### src/rtl/escaped_text_byte_decoder_macros.svh
// Assertion macros shared by the escaped text byte decoder RTL.
// Depends on nothing; the using module must provide aclk and aresetn.
`ifndef ESCAPED_TEXT_BYTE_DECODER_MACROS_SVH
`define ESCAPED_TEXT_BYTE_DECODER_MACROS_SVH

// Same-cycle implication, sampled on aclk, off during reset.
`define ETD_ASSERT_NOW(label, ante, cons, msg) \
    label: assert property (@(posedge aclk) disable iff (!aresetn) (ante) |-> (cons)) \
        else $error(msg);

// Next-cycle implication, sampled on aclk, off during reset.
`define ETD_ASSERT_NEXT(label, ante, cons, msg) \
    label: assert property (@(posedge aclk) disable iff (!aresetn) (ante) |=> (cons)) \
        else $error(msg);

`endif

### src/rtl/etd_pkg.sv
// Types, constants and helper functions of the escaped text byte decoder.
// Depends on nothing; used by every module of the block.
package etd_pkg;

    localparam logic [1:0] PHASE_NORMAL = 2'd0;
    localparam logic [1:0] PHASE_ESCAPE = 2'd1;
    localparam logic [1:0] PHASE_NUMBER = 2'd2;
    localparam logic [1:0] PHASE_ERROR  = 2'd3;

    localparam logic [7:0] CHAR_TAB       = 8'h09;
    localparam logic [7:0] CHAR_NEWLINE   = 8'h0a;
    localparam logic [7:0] CHAR_ZERO      = 8'h30;
    localparam logic [7:0] CHAR_NINE      = 8'h39;
    localparam logic [7:0] CHAR_BACKSLASH = 8'h5c;

    localparam int FIFO_DEPTH = 4;
    localparam int FIFO_PTR_W = $clog2(FIFO_DEPTH);
    localparam int FIFO_CNT_W = $clog2(FIFO_DEPTH + 1);

    typedef struct packed {
        logic [7:0] in_char;
        logic       end_of_data;
    } in_word_t;

    typedef struct packed {
        logic [7:0] out_byte;
        logic       byte_valid;
        logic       escape_error;
        logic       last_result;
    } out_word_t;

    // Words produced by one input item; res0 is delivered before res1.
    typedef struct packed {
        logic [1:0] res_count;
        out_word_t  res1;
        out_word_t  res0;
    } step_res_t;

    typedef struct packed {
        logic [1:0] phase;
        logic [7:0] acc;
    } dec_state_t;

    typedef struct packed {
        logic       hit;
        logic [7:0] value;
    } esc_hit_t;

    function automatic out_word_t mk_word(logic [7:0] b, logic v, logic e, logic l);
        out_word_t w;
        w.out_byte     = b;
        w.byte_valid   = v;
        w.escape_error = e;
        w.last_result  = l;
        return w;
    endfunction

    // Single-letter escapes and the control codes they stand for.
    function automatic esc_hit_t esc_lookup(logic [7:0] c);
        esc_hit_t r;
        r.hit = 1'b1;
        unique case (c)
            8'h74:   r.value = 8'd9;   // t
            8'h6e:   r.value = 8'd10;  // n
            8'h76:   r.value = 8'd11;  // v
            8'h61:   r.value = 8'd7;   // a
            8'h62:   r.value = 8'd8;   // b
            8'h72:   r.value = 8'd13;  // r
            8'h66:   r.value = 8'd12;  // f
            8'h5c:   r.value = 8'd92;  // backslash
            default: begin
                r.hit   = 1'b0;
                r.value = 8'd0;
            end
        endcase
        return r;
    endfunction

endpackage

### src/rtl/etd_step.sv
// Decode logic for one text byte: next decoder state and up to two words.
// Depends on etd_pkg.
module etd_step
    import etd_pkg::*;
(
    input  dec_state_t state_cur,
    input  in_word_t   in_word,
    output dec_state_t state_nxt,
    output step_res_t  step_res
);

    always_comb begin
        logic [7:0] c;
        logic       last;
        logic       digit;
        logic [7:0] dval;
        logic [7:0] acc_mul;
        logic       plain;
        logic [1:0] n;
        esc_hit_t   esc;
        out_word_t  slot [2];

        c       = in_word.in_char;
        last    = in_word.end_of_data;
        digit   = (c >= CHAR_ZERO) && (c <= CHAR_NINE);
        dval    = c - CHAR_ZERO;
        acc_mul = (state_cur.acc << 3) + (state_cur.acc << 1);
        esc     = esc_lookup(c);
        plain   = 1'b0;
        n       = 2'd0;
        slot[0] = '0;
        slot[1] = '0;
        state_nxt = state_cur;

        unique case (state_cur.phase)
            PHASE_ERROR: begin
                if (last) begin
                    slot[n[0]] = mk_word(8'd0, 1'b0, 1'b1, 1'b1);
                    n = n + 2'd1;
                end
            end
            PHASE_NUMBER: begin
                if (digit) begin
                    state_nxt.acc = acc_mul + dval;
                    if (last) begin
                        slot[n[0]] = mk_word(acc_mul + dval, 1'b1, 1'b0, 1'b1);
                        n = n + 2'd1;
                    end
                end else begin
                    // The run ends here; the terminating byte is decoded as text.
                    slot[n[0]] = mk_word(state_cur.acc, 1'b1, 1'b0, 1'b0);
                    n = n + 2'd1;
                    state_nxt.acc   = 8'd0;
                    state_nxt.phase = PHASE_NORMAL;
                    plain = 1'b1;
                end
            end
            PHASE_ESCAPE: begin
                if (c == CHAR_ZERO) begin
                    state_nxt.phase = PHASE_NORMAL;
                    slot[n[0]] = mk_word(8'd0, 1'b1, 1'b0, last);
                    n = n + 2'd1;
                end else if (esc.hit) begin
                    state_nxt.phase = PHASE_NORMAL;
                    slot[n[0]] = mk_word(esc.value, 1'b1, 1'b0, last);
                    n = n + 2'd1;
                end else if (digit) begin
                    state_nxt.phase = PHASE_NUMBER;
                    state_nxt.acc   = dval;
                    if (last) begin
                        slot[n[0]] = mk_word(dval, 1'b1, 1'b0, 1'b1);
                        n = n + 2'd1;
                    end
                end else begin
                    state_nxt.phase = PHASE_ERROR;
                    slot[n[0]] = mk_word(8'd0, 1'b0, 1'b1, last);
                    n = n + 2'd1;
                end
            end
            default: begin
                plain = 1'b1;
            end
        endcase

        if (plain) begin
            if (c == CHAR_NEWLINE || c == CHAR_TAB) begin
                if (last) begin
                    slot[n[0]] = mk_word(8'd0, 1'b0, 1'b0, 1'b1);
                    n = n + 2'd1;
                end
            end else if (c == CHAR_BACKSLASH) begin
                state_nxt.phase = PHASE_ESCAPE;
                if (last) begin
                    slot[n[0]] = mk_word(8'd0, 1'b0, 1'b1, 1'b1);
                    n = n + 2'd1;
                end
            end else begin
                slot[n[0]] = mk_word(c, 1'b1, 1'b0, last);
                n = n + 2'd1;
            end
        end

        if (last) begin
            state_nxt.phase = PHASE_NORMAL;
            state_nxt.acc   = 8'd0;
        end

        step_res.res_count = n;
        step_res.res0      = slot[0];
        step_res.res1      = slot[1];
    end

endmodule

### src/rtl/etd_out_fifo.sv
// Result queue: takes up to two words per cycle, delivers one per cycle while m_ready is high.
// Depends on etd_pkg and escaped_text_byte_decoder_macros.svh.
`include "escaped_text_byte_decoder_macros.svh"
module etd_out_fifo
    import etd_pkg::*;
(
    input  logic      aclk,
    input  logic      aresetn,
    input  logic      push_en,
    input  step_res_t push_res,
    output logic      room_two,
    output logic      m_valid,
    input  logic      m_ready,
    output out_word_t m_word
);

    out_word_t                entry_reg [FIFO_DEPTH];
    logic [FIFO_PTR_W-1:0]    wr_ptr_reg, wr_ptr_next;
    logic [FIFO_PTR_W-1:0]    rd_ptr_reg, rd_ptr_next;
    logic [FIFO_CNT_W-1:0]    count_reg, count_next;
    logic [1:0]               push_n;
    logic                     pop;
    logic [FIFO_PTR_W-1:0]    wr_ptr_p1;
    logic                     push_fits;
    logic                     last_leaving;

    assign push_n    = push_en ? push_res.res_count : 2'd0;
    assign pop       = m_valid && m_ready;
    assign wr_ptr_p1 = wr_ptr_reg + 1'b1;
    assign m_valid   = (count_reg != '0);
    assign m_word    = entry_reg[rd_ptr_reg];
    assign room_two  = (count_reg <= FIFO_CNT_W'(FIFO_DEPTH - 2));

    // Checks only: the fill after a push, and the last stored word leaving.
    assign push_fits = ({1'b0, count_reg} + (FIFO_CNT_W+1)'(push_n))
                       <= (FIFO_CNT_W+1)'(FIFO_DEPTH);
    assign last_leaving = (count_reg == FIFO_CNT_W'(1)) && pop && (push_n == 2'd0);

    always_comb begin
        wr_ptr_next = wr_ptr_reg + FIFO_PTR_W'(push_n);
        rd_ptr_next = rd_ptr_reg + FIFO_PTR_W'(pop);
        count_next  = count_reg + FIFO_CNT_W'(push_n) - FIFO_CNT_W'(pop);
    end

    always_ff @(posedge aclk) begin
        if (!aresetn) begin
            wr_ptr_reg <= '0;
            rd_ptr_reg <= '0;
            count_reg  <= '0;
        end else begin
            wr_ptr_reg <= wr_ptr_next;
            rd_ptr_reg <= rd_ptr_next;
            count_reg  <= count_next;
        end
    end

    always_ff @(posedge aclk) begin
        if (push_n != 2'd0) begin
            entry_reg[wr_ptr_reg] <= push_res.res0;
        end
        if (push_n == 2'd2) begin
            entry_reg[wr_ptr_p1] <= push_res.res1;
        end
    end

    `ETD_ASSERT_NOW(a_count_bound, 1'b1, count_reg <= FIFO_CNT_W'(FIFO_DEPTH), "queue count overflow")
    `ETD_ASSERT_NOW(a_push_fits, push_n != 2'd0, push_fits, "push into a full queue")
    `ETD_ASSERT_NEXT(a_drain_last, last_leaving, !m_valid, "queue not empty after last word left")

endmodule

### src/rtl/escaped_text_byte_decoder.sv
// Top level of the escaped text byte decoder: state registers, decode step
// and result queue. Depends on etd_pkg, etd_step, etd_out_fifo and the macros header.
//
// The decoder takes one text byte per word on the s_ channel and hands out
// decoded bytes as words on the m_ channel. Raw newlines and tabs are dropped,
// a backslash opens an escape (0, t n v a b r f, backslash, or a decimal run
// that wraps modulo 256), and an unknown escape flags escape_error and silences
// the rest of the text. The word carrying end_of_data always yields a result
// with last_result set, and it returns the decoder to its reset state. Each
// input word is decoded in the cycle it is accepted, with the decoded words
// landing in a four-entry result queue, so the input side takes one word per
// cycle while s_ready is high. One input word yields zero, one or two results;
// the queue delivers one result per cycle while m_ready is high, and s_ready
// stays high while the queue holds two words or fewer. A stream that keeps yielding
// two results per input therefore runs at the output rate of one result per cycle.
`include "escaped_text_byte_decoder_macros.svh"
module escaped_text_byte_decoder
    import etd_pkg::*;
(
    input  logic      aclk,
    input  logic      aresetn,
    input  logic      s_valid,
    output logic      s_ready,
    input  in_word_t  s_word,
    output logic      m_valid,
    input  logic      m_ready,
    output out_word_t m_word
);

    dec_state_t state_reg;
    dec_state_t state_next;
    step_res_t  step_res;
    logic       s_accept;
    logic       room_two;
    logic       end_accept;
    logic       end_marked;
    logic       state_clear;

    // The ready depends only on the queue fill, never on m_ready.
    assign s_ready  = room_two;
    assign s_accept = s_valid && s_ready;

    etd_step u_step (
        .state_cur (state_reg),
        .in_word   (s_word),
        .state_nxt (state_next),
        .step_res  (step_res)
    );

    // Decoder state moves only when a word is accepted.
    always_ff @(posedge aclk) begin
        if (!aresetn) begin
            state_reg.phase <= PHASE_NORMAL;
            state_reg.acc   <= 8'd0;
        end else if (s_accept) begin
            state_reg <= state_next;
        end
    end

    etd_out_fifo u_fifo (
        .aclk     (aclk),
        .aresetn  (aresetn),
        .push_en  (s_accept),
        .push_res (step_res),
        .room_two (room_two),
        .m_valid  (m_valid),
        .m_ready  (m_ready),
        .m_word   (m_word)
    );

    // Checks only: the end of a text must carry the last mark on its final
    // word and leave the decoder in its reset state.
    assign end_accept  = s_accept && s_word.end_of_data;
    assign end_marked  = (step_res.res_count != 2'd0) &&
                         ((step_res.res_count == 2'd2) ? step_res.res1.last_result
                                                       : step_res.res0.last_result);
    assign state_clear = (state_reg.phase == PHASE_NORMAL) && (state_reg.acc == 8'd0);

    `ETD_ASSERT_NOW(a_end_has_result, end_accept, end_marked, "end of text without last result")
    `ETD_ASSERT_NEXT(a_end_resets, end_accept, state_clear, "state not cleared after end of text")

endmodule
### config.mk
export PLATFORM = sky130hd
export DESIGN_NAME = escaped_text_byte_decoder
export DESIGN_NICKNAME = d
export VERILOG_FILES = /design/src/rtl/etd_pkg.sv /design/src/rtl/etd_step.sv /design/src/rtl/etd_out_fifo.sv /design/src/rtl/escaped_text_byte_decoder.sv
export VERILOG_INCLUDE_DIRS = /design/src /design/src/rtl
export SDC_FILE = /design/constraint.sdc
export NUM_CORES = 1
export LEC_CHECK = 0
export ABC_CLOCK_PERIOD_IN_PS = 4200
export CORE_ASPECT_RATIO = 0.75
export CORE_MARGIN = 1
export CORE_UTILIZATION = 50
export CTS_BUF_LIST = sky130_fd_sc_hd__clkbuf_8
export DETAILED_ROUTE_END_ITERATION = 16
export DONT_BUFFER_PORTS = 1
export GPL_ROUTABILITY_DRIVEN = 0
export GPL_TIMING_DRIVEN = 0
export SLEW_MARGIN = 40
export SYNTH_ARGS = -nofsm -noshare
export SYNTH_HDL_FRONTEND = slang
export SYNTH_SLANG_ARGS = --single-unit
### constraint.sdc
create_clock -name aclk -period 4.2 [get_ports aclk]
set_clock_uncertainty 0.15 [all_clocks]
set_input_delay 0.42 -clock aclk [delete_from_list [all_inputs] [get_ports aclk]]
set_output_delay 0.42 -clock aclk [all_outputs]
set_load 0.05 [all_outputs]
After elaboration in Yosys (flattened, before gate mapping) --
Memories as Yosys holds them, arrays and structs flattened. A register that Yosys moved wholly into a read port is not among the register bits. Cells that the tools add are included.
Storage, ports and cells: bits in registers 17, bits in latches 0, memory bits (writable) 44, ROM bits 0, bits of input ports 13, output and inout bits 13, word-level logic and storage cells 104, memories kept 1
Memories:
- u_fifo.entry_reg | words 4, width 11, rd ports 1, clocked after Yosys merged registers in 1, write ports 2, RTL line etd_out_fifo.sv:17 | out_word_t entry_reg [FIFO_DEPTH];
Operators by class: add/sub/neg operators 9, multiply operators 0, div/mod/pow operators 0, $lt $le $gt $ge 5, equal/unequal tests 18, shifts and indexed selects 0, muxes and demuxes 48, bitwise operators 7, reductions and logical operators 11
Operator list (count):
- 22-bit two-way mux | 5
- 11-bit two-way mux | 7
- 8-bit by 7-bit equality test with 1-bit output, second input constant | 8
- 7-bit one-hot mux with 8 select lines | 1
- 11-bit one-hot mux with 3 select lines | 1
- 2-bit two-way mux | 16
- 8-bit two-way mux | 4
- 22-bit bitwise mux | 1
- 20-bit bitwise AND | 1
- 20-bit inverter | 1
- 10-bit one-hot mux with 2 select lines | 1
- 18-bit bitwise AND | 1
- 18-bit inverter | 1
- 8-bit adder | 2
- 8-bit by 4-bit equality test with 1-bit output, second input constant | 2
- 11-bit demux with 1-bit select | 1
- 10-bit two-way mux | 1
- 8-bit by 6-bit equality test with 1-bit output, second input constant | 1
- 8-bit by 6-bit >= comparator with 1-bit output, second input constant | 1
- 8-bit by 6-bit <= comparator with 1-bit output, second input constant | 1
- 1-bit two-way mux | 8
- 8-bit OR reduction | 1
- 8-bit by 6-bit subtractor with 8-bit output, second input constant | 1
- 2-bit equality test, second input constant | 3
- other kinds (22) | 28

Longest topological paths before layout --
Gate-level depths: netlist of run 1.
depth in word-level cells 17, depth in mapped cells 18, gate-level depth less buffers 17

Hierarchy --
A second synthesis of run 1 with hierarchy kept.
Second synthesis, totals: cells, all modules 438, area total of the unflattened synthesis 4792.1 µm²
Modules (own cells, without submodules):
- etd_out_fifo | times used 1, cells an instance 158, area each 2625.0 µm², seq. area each 1461.4 µm²
- etd_step | times used 1, cells an instance 234, area each 1734.2 µm², seq. area each 0.0 µm²
- escaped_text_byte_decoder | times used 1, cells an instance 46, area each 432.9 µm², seq. area each 200.2 µm²

Least setup slack after synthesis of run 1 --
No wires, ideal clock.
path kind in2reg, start input s_word[5] (netlist bit), end register u_fifo.count_reg[2], setup time 0.115 ns, arrival time 3.476 ns, data required time 3.935 ns, slack 0.459 ns, stages on the path 16, path buffers 0, cells stage by stage ha_1 or3b_4 or2_1 a221oi_2 a311o_4 inv_4 ha_1 inv_1 nand2_1 a31oi_1 inv_1 ha_1 fa_1 xnor2_1 xnor2_1 and2_1
On the way: cells in the longest elaborated chain, start to end 14, elaborated cells between the ends (all ways) 31, those cells by class 3 x add/sub; 2 x order compare; 11 x eq/ne; 12 x mux; 3 x reduce/logical
RTL lines:
- start, declared | RTL line escaped_text_byte_decoder.sv:24 | input in_word_t s_word,
- 8-bit by 6-bit >= comparator with 1-bit output (tied with other cells) | RTL line etd_step.sv:25 | digit = (c >= CHAR_ZERO) && (c <= CHAR_NINE);
- 1-bit logical AND or 8-bit OR reduction (tied branches)
- 2-bit two-way mux or 1-bit two-way mux (tied branches) | RTL line etd_step.sv:43, etd_pkg.sv:62
- 2-bit two-way mux | RTL line etd_step.sv:63 | end else if (esc.hit) begin
- 2-bit two-way mux | RTL line etd_step.sv:59 | if (c == CHAR_ZERO) begin
- 2-bit one-hot mux with 3 select lines | RTL line etd_step.sv:35 | unique case (state_cur.phase)
- 2-bit by 1-bit adder with 2-bit output | RTL line etd_step.sv:89, etd_step.sv:95, etd_step.sv:99
- 2-bit two-way mux | RTL line etd_step.sv:87, etd_step.sv:93
- 2-bit two-way mux | RTL line etd_step.sv:91 | end else if (c == CHAR_BACKSLASH) begin
- 2-bit two-way mux | RTL line etd_step.sv:86 | if (c == CHAR_NEWLINE || c == CHAR_TAB) begin
- 2-bit two-way mux * | RTL line etd_step.sv:85 | if (plain) begin
- 2-bit two-way mux * | RTL line etd_out_fifo.sv:27 | assign push_n = push_en ? push_res.res_count : 2'd0;
- 3-bit by 2-bit adder with 3-bit output * | RTL line etd_out_fifo.sv:42 | count_next = count_reg + FIFO_CNT_W'(push_n) - FIFO_CNT_W'(pop);
- 3-bit by 1-bit subtractor with 3-bit output * | RTL line etd_out_fifo.sv:42
- end signal, assigned | RTL line etd_out_fifo.sv:53 | count_reg <= count_next;
- end, declared | RTL line etd_out_fifo.sv:20 | logic [FIFO_CNT_W-1:0] count_reg, count_next;
Every way passes the cells marked *; elsewhere a longest branch is shown, timed or not. A chain may end at the register's enable or synchronous reset.

==> results of run 1 <==
[area by class of cell]
class,instances,area share
plain buffers,21,0.0229
clock buffers,9,0.0261
clock inverters,6,0.0116
inverters,30,0.0250
multi-input cells,308,0.525
flip-flops and latches,61,0.350
well taps,108,0.0284
repair buffers,8,0.0116
[layer usage]
metal | part of all wire | wire length, µm
met4 | 0.010 | 108
met5 | 0 | 0
met1 | 0.49 | 5240
met2 | 0.44 | 4710
met3 | 0.066 | 710
[metrics by stage]
step	setup TNS, ns	util	std cells	setup WS (ns)	hold slack [ns]
after floorplan	0	-	420	0.459	0.283
after global placement	-1.02	0.531	528	-0.0599	0.318
after detailed placement	-0.0907	0.535	532	-0.0229	0.316
after CTS	0	0.556	547	0.101	0.234
after global routing	0	0.562	551	0.00345	0.271
final	0	0.562	551	0.265	0.249
[kinds of logic after synthesis]
| group | synth area share |
|---|---|
| buffers and inverters | 0.0511 |
| adders and majority gates | 0.0879 |
| and+or+nand+nor | 0.145 |
| muxes | 0.163 |
| AOI/OAI and AO/OA | 0.140 |
| xor gates and xnor gates | 0.0322 |
| DFF | 0.381 |
[synthesized netlist by cell type, drive strengths merged, types with 3 or more instances]
library cell,n,area share
a21oi,21,0.024
nand3,9,0.011
nor3,10,0.011
edfxtp,44,0.30
a21o,3,0.0052
a211oi,3,0.0052
dfxtp,17,0.078
xor2,4,0.0080
and3b,3,0.0060
clkbuf,11,0.0095
o21ai,14,0.018
nor2,22,0.020
nand2,42,0.036
xnor2,12,0.024
nand3b,4,0.0078
a221oi,5,0.011
o2bb2ai,9,0.018
inv,29,0.026
o22ai,4,0.0057
nor2b,5,0.0072
a22oi,7,0.012
ha,21,0.060
fa,6,0.028
buf,10,0.015
and3,3,0.0043
mux4,11,0.057
o211ai,4,0.0069
and2,9,0.013
mux2i,45,0.10
[power breakdown]
part           total, mW  switching [mW]  internal, mW
logic              0.644           0.438         0.206
clock network      0.498           0.234         0.264
registers          0.750          0.0312         0.719
total               1.89           0.703          1.19
[worst max-delay path: cells and delay by family, from the launching register on]
kind            cells  cell delay [ns]
compound gates      5             1.05
simple gates        3             0.49
flops               1             0.40
buf+inv             7             1.08
fa+ha+maj           2             0.45
[repair_timing]
| item | in CTS | in global routing |
|---|---|---|
| endpoints found under the hold margin | 0 | 0 |
| resized for setup | 0 | 5 |
| hold buffers | 0 | 0 |
| buffers inserted | 0 | 4 |
| endpoints found under the setup margin | 0 | 9 |
[worst max-delay path by stage]
stage | startpoint | endpoint | slack (ns) | cells after the start
after floorplan | s_word[5] | u_fifo.count_reg[2] | 0.46 | 16
after global placement | s_word[5] | u_fifo.entry_reg[0][3] | -0.06 | 13
after detailed placement | s_word[5] | u_fifo.entry_reg[0][3] | -0.02 | 15
after CTS | state_reg[8] | u_fifo.entry_reg[0][3] | 0.10 | 17
after global routing | state_reg[9] | u_fifo.entry_reg[2][9] | 0.003 | 17
final | state_reg[9] | u_fifo.entry_reg[2][7] | 0.26 | 17
==> metrics, run 1 <==
Final HPWL DP=8160 µm; number of CTS-inserted buffers=9; max reg flops=44; I/O pins=26; setup slack, reg-to-reg=0.26 ns; synthesized cell area=4360 µm²; Cell Chain, Critical Path=inv_1 > ha_1 > clkbuf_1 > nor2_1 > nand2_1 > a221oi_2 > a311o_4 > inv_4 > ha_1 > inv_1 > o2111ai_1 > o21ai_2 > nand3b_2 > buf_4 > o211ai_1 > buf_4 > buf_2; type of origin of the critical path=register; cell count of the worst reg-to-reg path=17; commonest non-fill, non-tap cell in the layout=mux2i_1; Slowest-stage cell, CP=dfxtp_1; Iteration-0 DRC Markers=222; Top FF cell, synth=edfxtp_1; FP Rows=29; Ant. Diodes=0; CTS tree=yes; Setup-failing EPs final=0; Seq/Total Area, Yosys=0.381; commonest cells after routing, fill and taps aside=mux2i_1 (45), edfxtp_1 (44), nand2_1 (42); post-synth cell types=66; busiest layer in global routing=met1; period utilisation layout=0.937; Worst setup EP type=register; Starting Density=0.515; die extent in x=110 µm; CTS clock-pin slew for the worst setup and hold paths=0.07 ns; Clock Latency Late Sink=0.35 ns; initial antenna violation count=0; Crit Path Max Fanout=10; Fmax achieved=0.254 GHz; Async SR Flop Fraction=0; Fin. Hold Viols=0; drt first pass iters=5; fraction of layout cells with a size suffix above 1=0.135; H-tree Lvls=3; Clock Path Buffers=2; WL/cell=19.5 µm; synthesis-stage register bit count=61; r2r endpoint=u_fifo.entry_reg[2][7]; register area=1660 µm²; routed wire length=10800 µm; Congestion Overflow GR=0; Max-Cap Viols=0; Slew HR=0.510; Design Power=1.89 mW; EDFF count, synth=44; largest net degree at the start of global routing=12; min cycle time layout=3.94 ns; leakage power=1.88 nW; antenna viol nets, final=0; fin nets=479; Slew Limit Fails=0; Multi-input gate area=2490 µm²; first-pass GRT wire length=17000 µm; Post-DP Area=4530 µm²; design area=4750 µm²; CP arrival=3.84 ns; status=completed; chip height=82.9 µm; Syn Inst Count=420; Hold Crit Start=s_word[5]; Vias=3371; DRC=0; Worst Tran Pin Value=0.730 ns; Filler cells=753; average size of a mapped cell=10.4 µm²; HP Class=in2reg; clk sinks=61; gr usage total=0.251; RSZ-0062 raised after global routing=no; met1 GRT Util=0.376; PD cells=398 nW/µm²; Hold Path End=u_fifo.entry_reg[1][7]; M3 GR Usage=0.0651; IO Port Bufs=0; Via density=6.12; Worst VDD drop=295 µV; Area Growth Syn to Fin=9.02%; Synthesized Nets=460; Hold Path Stages=2; core area=8450 µm²; number of global-route vias before repair=3234; CP Data Required Time=4.11 ns; synth warn=0; Critical R2R Launch=state_reg[9]; CTS Root Cell=clkbuf_8; crit path kind=reg2reg; die area=9100 µm²; Global Route met2 Usage=0.363; crit-path max cell delay=0.40 ns
(Power assumes the default switching activity.)
==> run 2: changes to the inputs <==
--- a/config.mk
+++ b/config.mk
@@ -6,11 +6,12 @@
 export SDC_FILE = /design/constraint.sdc
 export NUM_CORES = 1
 export LEC_CHECK = 0
+export ABC_AREA = 1
 export ABC_CLOCK_PERIOD_IN_PS = 4200
 export CORE_ASPECT_RATIO = 0.75
 export CORE_MARGIN = 1
 export CORE_UTILIZATION = 50
-export CTS_BUF_LIST = sky130_fd_sc_hd__clkbuf_8
+export CTS_BUF_LIST = sky130_fd_sc_hd__clkbuf_4 sky130_fd_sc_hd__clkbuf_8 sky130_fd_sc_hd__clkbuf_16
 export DETAILED_ROUTE_END_ITERATION = 16
 export DONT_BUFFER_PORTS = 1
 export GPL_ROUTABILITY_DRIVEN = 0
==> constraint.sdc (replaced) <==
create_clock -name aclk -period 4.2 [get_ports aclk]
set_clock_uncertainty 0.15 [all_clocks]
set_input_delay 0.42 -clock aclk [delete_from_list [all_inputs] [get_ports aclk]]
set_output_delay 0.42 -clock aclk [all_outputs]
set_load 0.01 [all_outputs]
==> run 2 against run 1 <==
Effect of this change:
- register-to-register slack better by 0.40 ns
- via count grew 40%
- non-clock buffer count rose by 2
- combinational power shrank 9.0%
- wire length increased by 36%
- maximum frequency grew 11%
- die area grew 11%
- final area up 12%
- final cell count up 46%
- area after synthesis grew 11%
- global-route usage grew 5.9 points
- setup slack better by 0.40 ns
- critical path type unchanged
==> metrics, run 2 <==
CP arrival=3.60 ns (-0.24 ns); Max-Cap Viols=0 (unchanged); final setup margin=0.666 ns (+0.402 ns); design area=5310 µm² (+12%); met2 wire length=5820 µm (+24%); Top FF cell, synth=edfxtp_1; Worst VDD drop=365 µV (+24%); Synthesized Nets=698 (+52%); Slew Limit Fails=0 (unchanged); Fin. Hold Viols=0 (unchanged); average size of a mapped cell=7.37 µm² (-29%); min cycle time layout=3.53 ns (-0.402 ns); number of instances in the placed design=786 (+48%); synthesized cell area=4850 µm² (+11%); Post-CTS Resized=0 (unchanged); Via density=5.87 (-4.1%); first-pass GRT wire length=22900 µm (+35%); antenna viol nets, final=0 (unchanged); most frequent CP cell=ha_1; period utilisation layout=0.841 (-0.0956); Worst Tran Pin Value=0.772 ns (+0.0418 ns); Starting Density=0.525 (+0.00987); Clock Path Buffers=2 (unchanged); PD cells=390 nW/µm² (-2.1%); commonest cells after routing, fill and taps aside=nand2_1 (199), nor2_1 (67), inv_1 (55); number of global-route vias before repair=4172 (+29%); gr usage total=0.311 (+0.0594); FP Rows=30 (+3.4%); Congestion Overflow GR=0 (unchanged); status=completed; Post-DP Area=5010 µm² (+11%); CTS Hold Bufs=0 (unchanged); Iteration-0 DRC Markers=702 (+220%); register area=1660 µm² (unchanged); commonest non-fill, non-tap cell in the layout=nand2_1; CTS Root Cell=clkbuf_16; r2r endpoint=u_fifo.count_reg[2]; Syn Inst Count=658 (+57%); CP Data Required Time=4.27 ns (+0.16 ns); Hold Path Stages=2 (unchanged); most frequent cells after synthesis=nand2_1 (199), nor2_1 (67), inv_1 (55); cell count of the worst reg-to-reg path=18 (+1); drt first pass iters=5 (unchanged); I/O pins=26 (unchanged); synthesis-stage register bit count=61 (unchanged); Slew HR=0.481 (-0.0290); Post-CTS Setup Inserts=0 (unchanged); DRC=0 (unchanged); Worst setup EP type=register; Slowest-stage cell, CP=dfxtp_1; type of origin of the critical path=register; Crit Path Max Fanout=10 (unchanged); crit-path max cell delay=0.37 ns (-0.03 ns); Final HPWL DP=11400 µm (+39%); Gate power share=0.283 (-0.057); pre-CTS setup slack=0.507 ns (+0.529 ns); Seq/Total Area, Yosys=0.343 (-0.0387); WL/cell=18.3 µm (-6.3%); setup total negative slack=0 ns (unchanged); Sw Share=0.346 (-0.0257); CTS clock-pin slew for the worst setup and hold paths=0.05 ns (-0.02 ns); count leader, synth=nand2_1; Switch Pwr=716 µW (+2.0%); Hold Path End=u_fifo.count_reg[1]; synth warn=0 (unchanged); max reg flops=44 (unchanged); leakage power=2.37 nW (+26%); met3 routed WL=1640 µm (+130%); clk sinks=61 (unchanged); Multi-input gate area=2720 µm² (+9.2%); Hold Crit Start=aresetn; IO Port Bufs=0 (unchanged); EDFF count, synth=44 (unchanged); Setup-failing EPs final=0 (unchanged); clock network power share=0.355 (+0.092); Clock Latency Late Sink=0.33 ns (-0.02 ns); post-synth cell types=39 (-41%); Met1 Wirelength=7100 µm (+35%); fraction of layout cells with a size suffix above 1=0.108 (-0.0271); post-synth top area cell=edfxtp_1; Top Metal Used=met4; Cell Chain, Critical Path=inv_1 > ha_1 > a21boi_2 > nand2_2 > nand2_8 > inv_6 > ha_1 > a21oi_1 > nand2_2 > nand2_4 > buf_6 > buf_6 > inv_1 > ha_1 > fa_1 > xor2_1 > o21ai_0 > a21oi_1; Ant. Diodes=0 (unchanged); register share of total power=0.362 (-0.035); RSZ-0062 raised after global routing=no; die area=10100 µm² (+11%); chip height=87.3 µm (+5.4%); Internal=1.36 mW (+14%); Critical R2R Launch=state_reg[8]; fin nets=709 (+48%); largest net degree at the start of global routing=12 (unchanged); Area Growth Syn to Fin=9.54%; Filler cells=911 (+21%); crit path kind=reg2reg; area share of the largest cell type after synthesis=0.272 (-0.0308); initial antenna violation count=0 (unchanged); HP Class=in2reg; top cells by area, synth=edfxtp_1 (27%), nand2_1 (15%), dfxtp_1 (7.0%); die extent in x=116 µm (+5.4%); core area=9230 µm² (+9.2%); routed wire length=14700 µm (+36%); CTS tree=yes; setup slack, reg-to-reg=0.67 ns (+0.40 ns); Async SR Flop Fraction=0 (unchanged); H-tree Lvls=3 (unchanged); Vias=4706 (+40%); Post-Layout Cell Count=802 (+46%); number of CTS-inserted buffers=9 (unchanged); Fmax achieved=0.283 GHz (+11%)
==> run 2: cell types whose count changed after synthesis, moves of 9 or more <==
cell | before | now
a21oi_1 | 21 | 30
and2_1 | 9 | 0
buf_6 | 1 | 11
inv_1 | 28 | 55
mux2i_1 | 45 | 0
mux4_2 | 11 | 0
nand2_1 | 42 | 199
nand3_1 | 8 | 22
nand4_1 | 2 | 49
nor2_1 | 20 | 67
o21ai_0 | 10 | 40
o22ai_1 | 4 | 16
o2bb2ai_1 | 9 | 0
xnor2_1 | 12 | 3
==> run 2: power by group through the flow <==
stage	clock network (mW)	logic (mW)	registers, mW
floorplan	0	0.437	0.752
global placement	0	0.566	0.759
detailed placement	0	0.581	0.762
CTS	0.749	0.583	0.750
global route	0.767	0.655	0.756
finish	0.736	0.586	0.751
==> run 2: worst max path at each step <==
stage                            start                  end  slack, ns
after CTS                 state_reg[9]  u_fifo.count_reg[2]       0.68
final                     state_reg[8]  u_fifo.count_reg[2]       0.67
after floorplan              s_word[5]  u_fifo.count_reg[2]       0.80
after detailed placement     s_word[5]  u_fifo.count_reg[2]       0.51
after global placement       s_word[5]  u_fifo.count_reg[2]       0.55
after global routing      state_reg[9]  u_fifo.count_reg[2]       0.42
==> run 2: area by class of cell <==
type,count,area share
multi-input combinational,504,0.512
sequential,61,0.313
clock buffer,13,0.0537
inverter,62,0.0457
buffer,31,0.0421
tap,128,0.0301
clock inverter,3,0.00330
==> run 2: worst max-delay path: cells and delay by family (launching register included) <==
kind / cells / cell delay [ns]
flops: 1 / 0.37
fa+ha+maj: 4 / 1.17
simple gates: 4 / 0.42
buf+inv: 5 / 0.53
xor+xnor: 1 / 0.19
compound gates: 4 / 0.59
==> run 2: through the flow <==
| stage | power [mW] | util | hold WS, ns |
|---|---|---|---|
| 2_1_floorplan | 1.19 | - | 0.293 |
| 3_3_place_gp | 1.33 | 0.543 | 0.314 |
| 3_5_place_dp | 1.34 | 0.543 | 0.317 |
| 4_1_cts | 2.08 | 0.575 | 0.0261 |
| 5_1_grt | 2.18 | 0.575 | 0.0291 |
| 6_report | 2.07 | 0.575 | 0.0328 |
==> run 2: kinds of logic (layout without fill, tap and decap cells) <==
logic type / count (synthesis) / after routing / synth area share
compound gates: 96 / 96 / 0.110
xor+xnor: 11 / 11 / 0.0199
fa+ha+maj: 27 / 27 / 0.0789
buf+inv: 93 / 109 / 0.0962
flops: 61 / 61 / 0.343
simple gates: 370 / 370 / 0.353
==> run 2: layer usage <==
metal  global-route usage  vias to the layer above
li1                     -                     2243
met1                0.491                     2199
met3               0.0654                       14
met2                0.421                      250
met5                    0                        -
met4               0.0781                        0
==> run 3: changes to the inputs <==
--- a/config.mk
+++ b/config.mk
@@ -7,7 +7,7 @@
 export NUM_CORES = 1
 export LEC_CHECK = 0
 export ABC_AREA = 1
-export ABC_CLOCK_PERIOD_IN_PS = 4200
+export ABC_CLOCK_PERIOD_IN_PS = 3200
 export CORE_ASPECT_RATIO = 0.75
 export CORE_MARGIN = 1
 export CORE_UTILIZATION = 50
@@ -16,6 +16,7 @@
 export DONT_BUFFER_PORTS = 1
 export GPL_ROUTABILITY_DRIVEN = 0
 export GPL_TIMING_DRIVEN = 0
+export PLACE_DENSITY = 0.68
 export SLEW_MARGIN = 40
 export SYNTH_ARGS = -nofsm -noshare
 export SYNTH_HDL_FRONTEND = slang
==> constraint.sdc (replaced) <==
create_clock -name aclk -period 3.2 [get_ports aclk]
set_clock_uncertainty 0.15 [all_clocks]
set_input_delay 0.32 -clock aclk [delete_from_list [all_inputs] [get_ports aclk]]
set_output_delay 0.32 -clock aclk [all_outputs]
set_load 0.01 [all_outputs]
==> run 3 against run 2 <==
Effect of this change:
- die area is the same
- register-to-register slack lost 0.60 ns
- utilization grew 2.2 points
- total power grew 37%
- final cell count grew 1.6%
- via count grew 2.2%
- maximum frequency grew 13%
==> metrics, run 3 (synthesis results as in run 2) <==
fin nets=722 (+1.8%); CP arrival=3.19 ns (-0.41 ns); Cell Chain, Critical Path=inv_2 > ha_2 > buf_6 > nand2_1 > nand2_2 > nand2_8 > inv_6 > ha_1 > a21oi_2 > nand2_2 > nand2_4 > buf_12 > inv_1 > ha_1 > fa_2 > xor2_2 > o21ai_1 > a21oi_1; CTS tree=yes; drt first pass iters=5 (unchanged); final setup margin=0.0683 ns (-0.598 ns); clk sinks=61 (unchanged); chip height=87.3 µm (unchanged); Slew Limit Fails=0 (unchanged); Slew HR=0.517 (+0.0355); Crit Path Max Fanout=10 (unchanged); Slowest-stage cell, CP=fa_2; min cycle time layout=3.13 ns (-0.402 ns); Final HPWL DP=10900 µm (-3.6%); die area=10100 µm² (unchanged); Congestion Overflow GR=0 (unchanged); first-pass GRT wire length=22900 µm (about the same); routed wire length=14900 µm (+1.7%); crit path kind=reg2reg; Fin. Hold Viols=0 (unchanged); number of instances in the placed design=786 (unchanged); Fmax achieved=0.319 GHz (+13%); die extent in x=116 µm (unchanged); initial antenna violation count=0 (unchanged); status=completed; antenna viol nets, final=0 (unchanged); fraction of layout cells with a size suffix above 1=0.143 (+0.0343); CTS clock-pin slew for the worst setup and hold paths=0.05 ns (about the same); Ant. Diodes=0 (unchanged); crit-path max cell delay=0.41 ns (+0.04 ns); utilization after layout=0.598 (+0.0225); type of origin of the critical path=register; IO Port Bufs=0 (unchanged); setup slack, reg-to-reg=0.07 ns (-0.60 ns); leakage power=2.45 nW (+3.4%); Filler cells=870 (-4.5%); Worst VDD drop=414 µV (+14%); core area=9230 µm² (unchanged); Iteration-0 DRC Markers=664 (-5.4%); Worst Tran Pin Value=0.719 ns (-0.0528 ns); Worst setup EP type=register; Setup-failing EPs final=0 (unchanged); DRC=0 (unchanged); gr usage total=0.305 (-0.00539); max reg flops=44 (unchanged); Clock Path Buffers=2 (unchanged); WL/cell=18.3 µm (about the same); number of CTS-inserted buffers=9 (unchanged); period utilisation layout=0.979 (+0.137); Post-Layout Cell Count=815 (+1.6%); CP Buf/Inv Count=5 (unchanged); commonest non-fill, non-tap cell in the layout=nand2_1; commonest cells after routing, fill and taps aside=nand2_1 (199), nor2_1 (67), inv_1 (54); CP Data Required Time=3.26 ns (-1.01 ns); H-tree Lvls=3 (unchanged); Design Power=2.85 mW (+37%); HP Class=in2reg; Vias=4811 (+2.2%); Area Growth Syn to Fin=13.8%; number of global-route vias before repair=4296 (+3.0%); PD cells=515 nW/µm² (+32%); CTS Root Cell=clkbuf_16; cell family with most CP delay=adder cells; FP Rows=30 (unchanged); Starting Density=0.525 (unchanged); Max-Cap Viols=0 (unchanged); I/O pins=26 (unchanged); Via density=5.90 (+0.60%); largest net degree at the start of global routing=20 (+8); Clock Latency Late Sink=0.33 ns (about the same); pre-CTS setup slack=-0.256 ns (-0.763 ns)
run 3: changes by cell type in the layout (fill, tap and decap cells not counted), sizes merged:
cell	before	now
clkinv	2	1
bufinv	0	2
clkbuf	24	23
dlygate4sd3	0	2
buf	20	31
run 3: path summary, 6_finish.rpt:
path | to | start | cells past startpoint
setup reg to reg | u_fifo.count_reg[2] | state_reg[9] | 18
hold / removal | state_reg[4] | aresetn | 2
setup / recovery | u_fifo.count_reg[2] | state_reg[9] | 18
hold reg to reg | u_fifo.count_reg[2] | u_fifo.count_reg[2] | 1
run 3: area by class of cell:
class                   instances  area [µm²]  area share
well taps                     128         160      0.0290
inverters                      62         243      0.0440
clock buffers                  12         248      0.0449
plain buffers                  30         231      0.0419
clock inverters                 4        72.6      0.0131
multi-input cells             504        2790       0.504
flip-flops and latches         61        1670       0.303
repair buffers                 14         110      0.0199
run 3: worst reg2reg max path, cell delays in order, from the launching register on:
cell,delay [ns]
dfxtp_4,0.39
inv_2,0.05
ha_2,0.18
buf_6,0.13
nand2_1,0.08
nand2_2,0.10
nand2_8,0.10
inv_6,0.04
ha_1,0.29
a21oi_2,0.15
nand2_2,0.08
nand2_4,0.11
buf_12,0.14
inv_1,0.07
ha_1,0.23
fa_2,0.41
xor2_2,0.16
o21ai_1,0.12
a21oi_1,0.05
run 3: repair_timing:
item | in CTS | in global routing
pin swaps | 1 | 5
endpoints found under the setup margin | 2 | 52
resized for setup | 5 | 16
hold buffers | 2 | 0
setup buffers | 1 | 11
gates cloned | 0 | 0
hold endpoints to repair | 6 | 0
run 3: per-stage QoR:
step | hold WS (ns) | setup TNS [ns] | cell area [µm²]
2_1_floorplan | 0.263 | 0 | 4870
3_3_place_gp | 0.266 | -0.482 | 5030
3_5_place_dp | 0.271 | -0.930 | 5030
4_1_cts | 0.00141 | 0 | 5380
5_1_grt | 0.0186 | -0.271 | 5520
6_report | 0.00129 | 0 | 5520
run 3: where the power goes:
| group | total (mW) | switching [mW] | internal [mW] | leakage, nW |
|---|---|---|---|---|
| logic | 0.828 | 0.580 | 0.248 | 1.75 |
| registers | 0.984 | 0.0405 | 0.943 | 0.546 |
| clock network | 1.03 | 0.329 | 0.705 | 0.157 |
run 3: metal layers:
metal / vias up / routed length [µm] / track usage
met1: 2220 / 6740 / 0.460
met4: 0 / 270 / 0.0886
met5: - / 0 / 0
met3: 35 / 1810 / 0.0668
met2: 292 / 6120 / 0.434
li1: 2264 / - / -
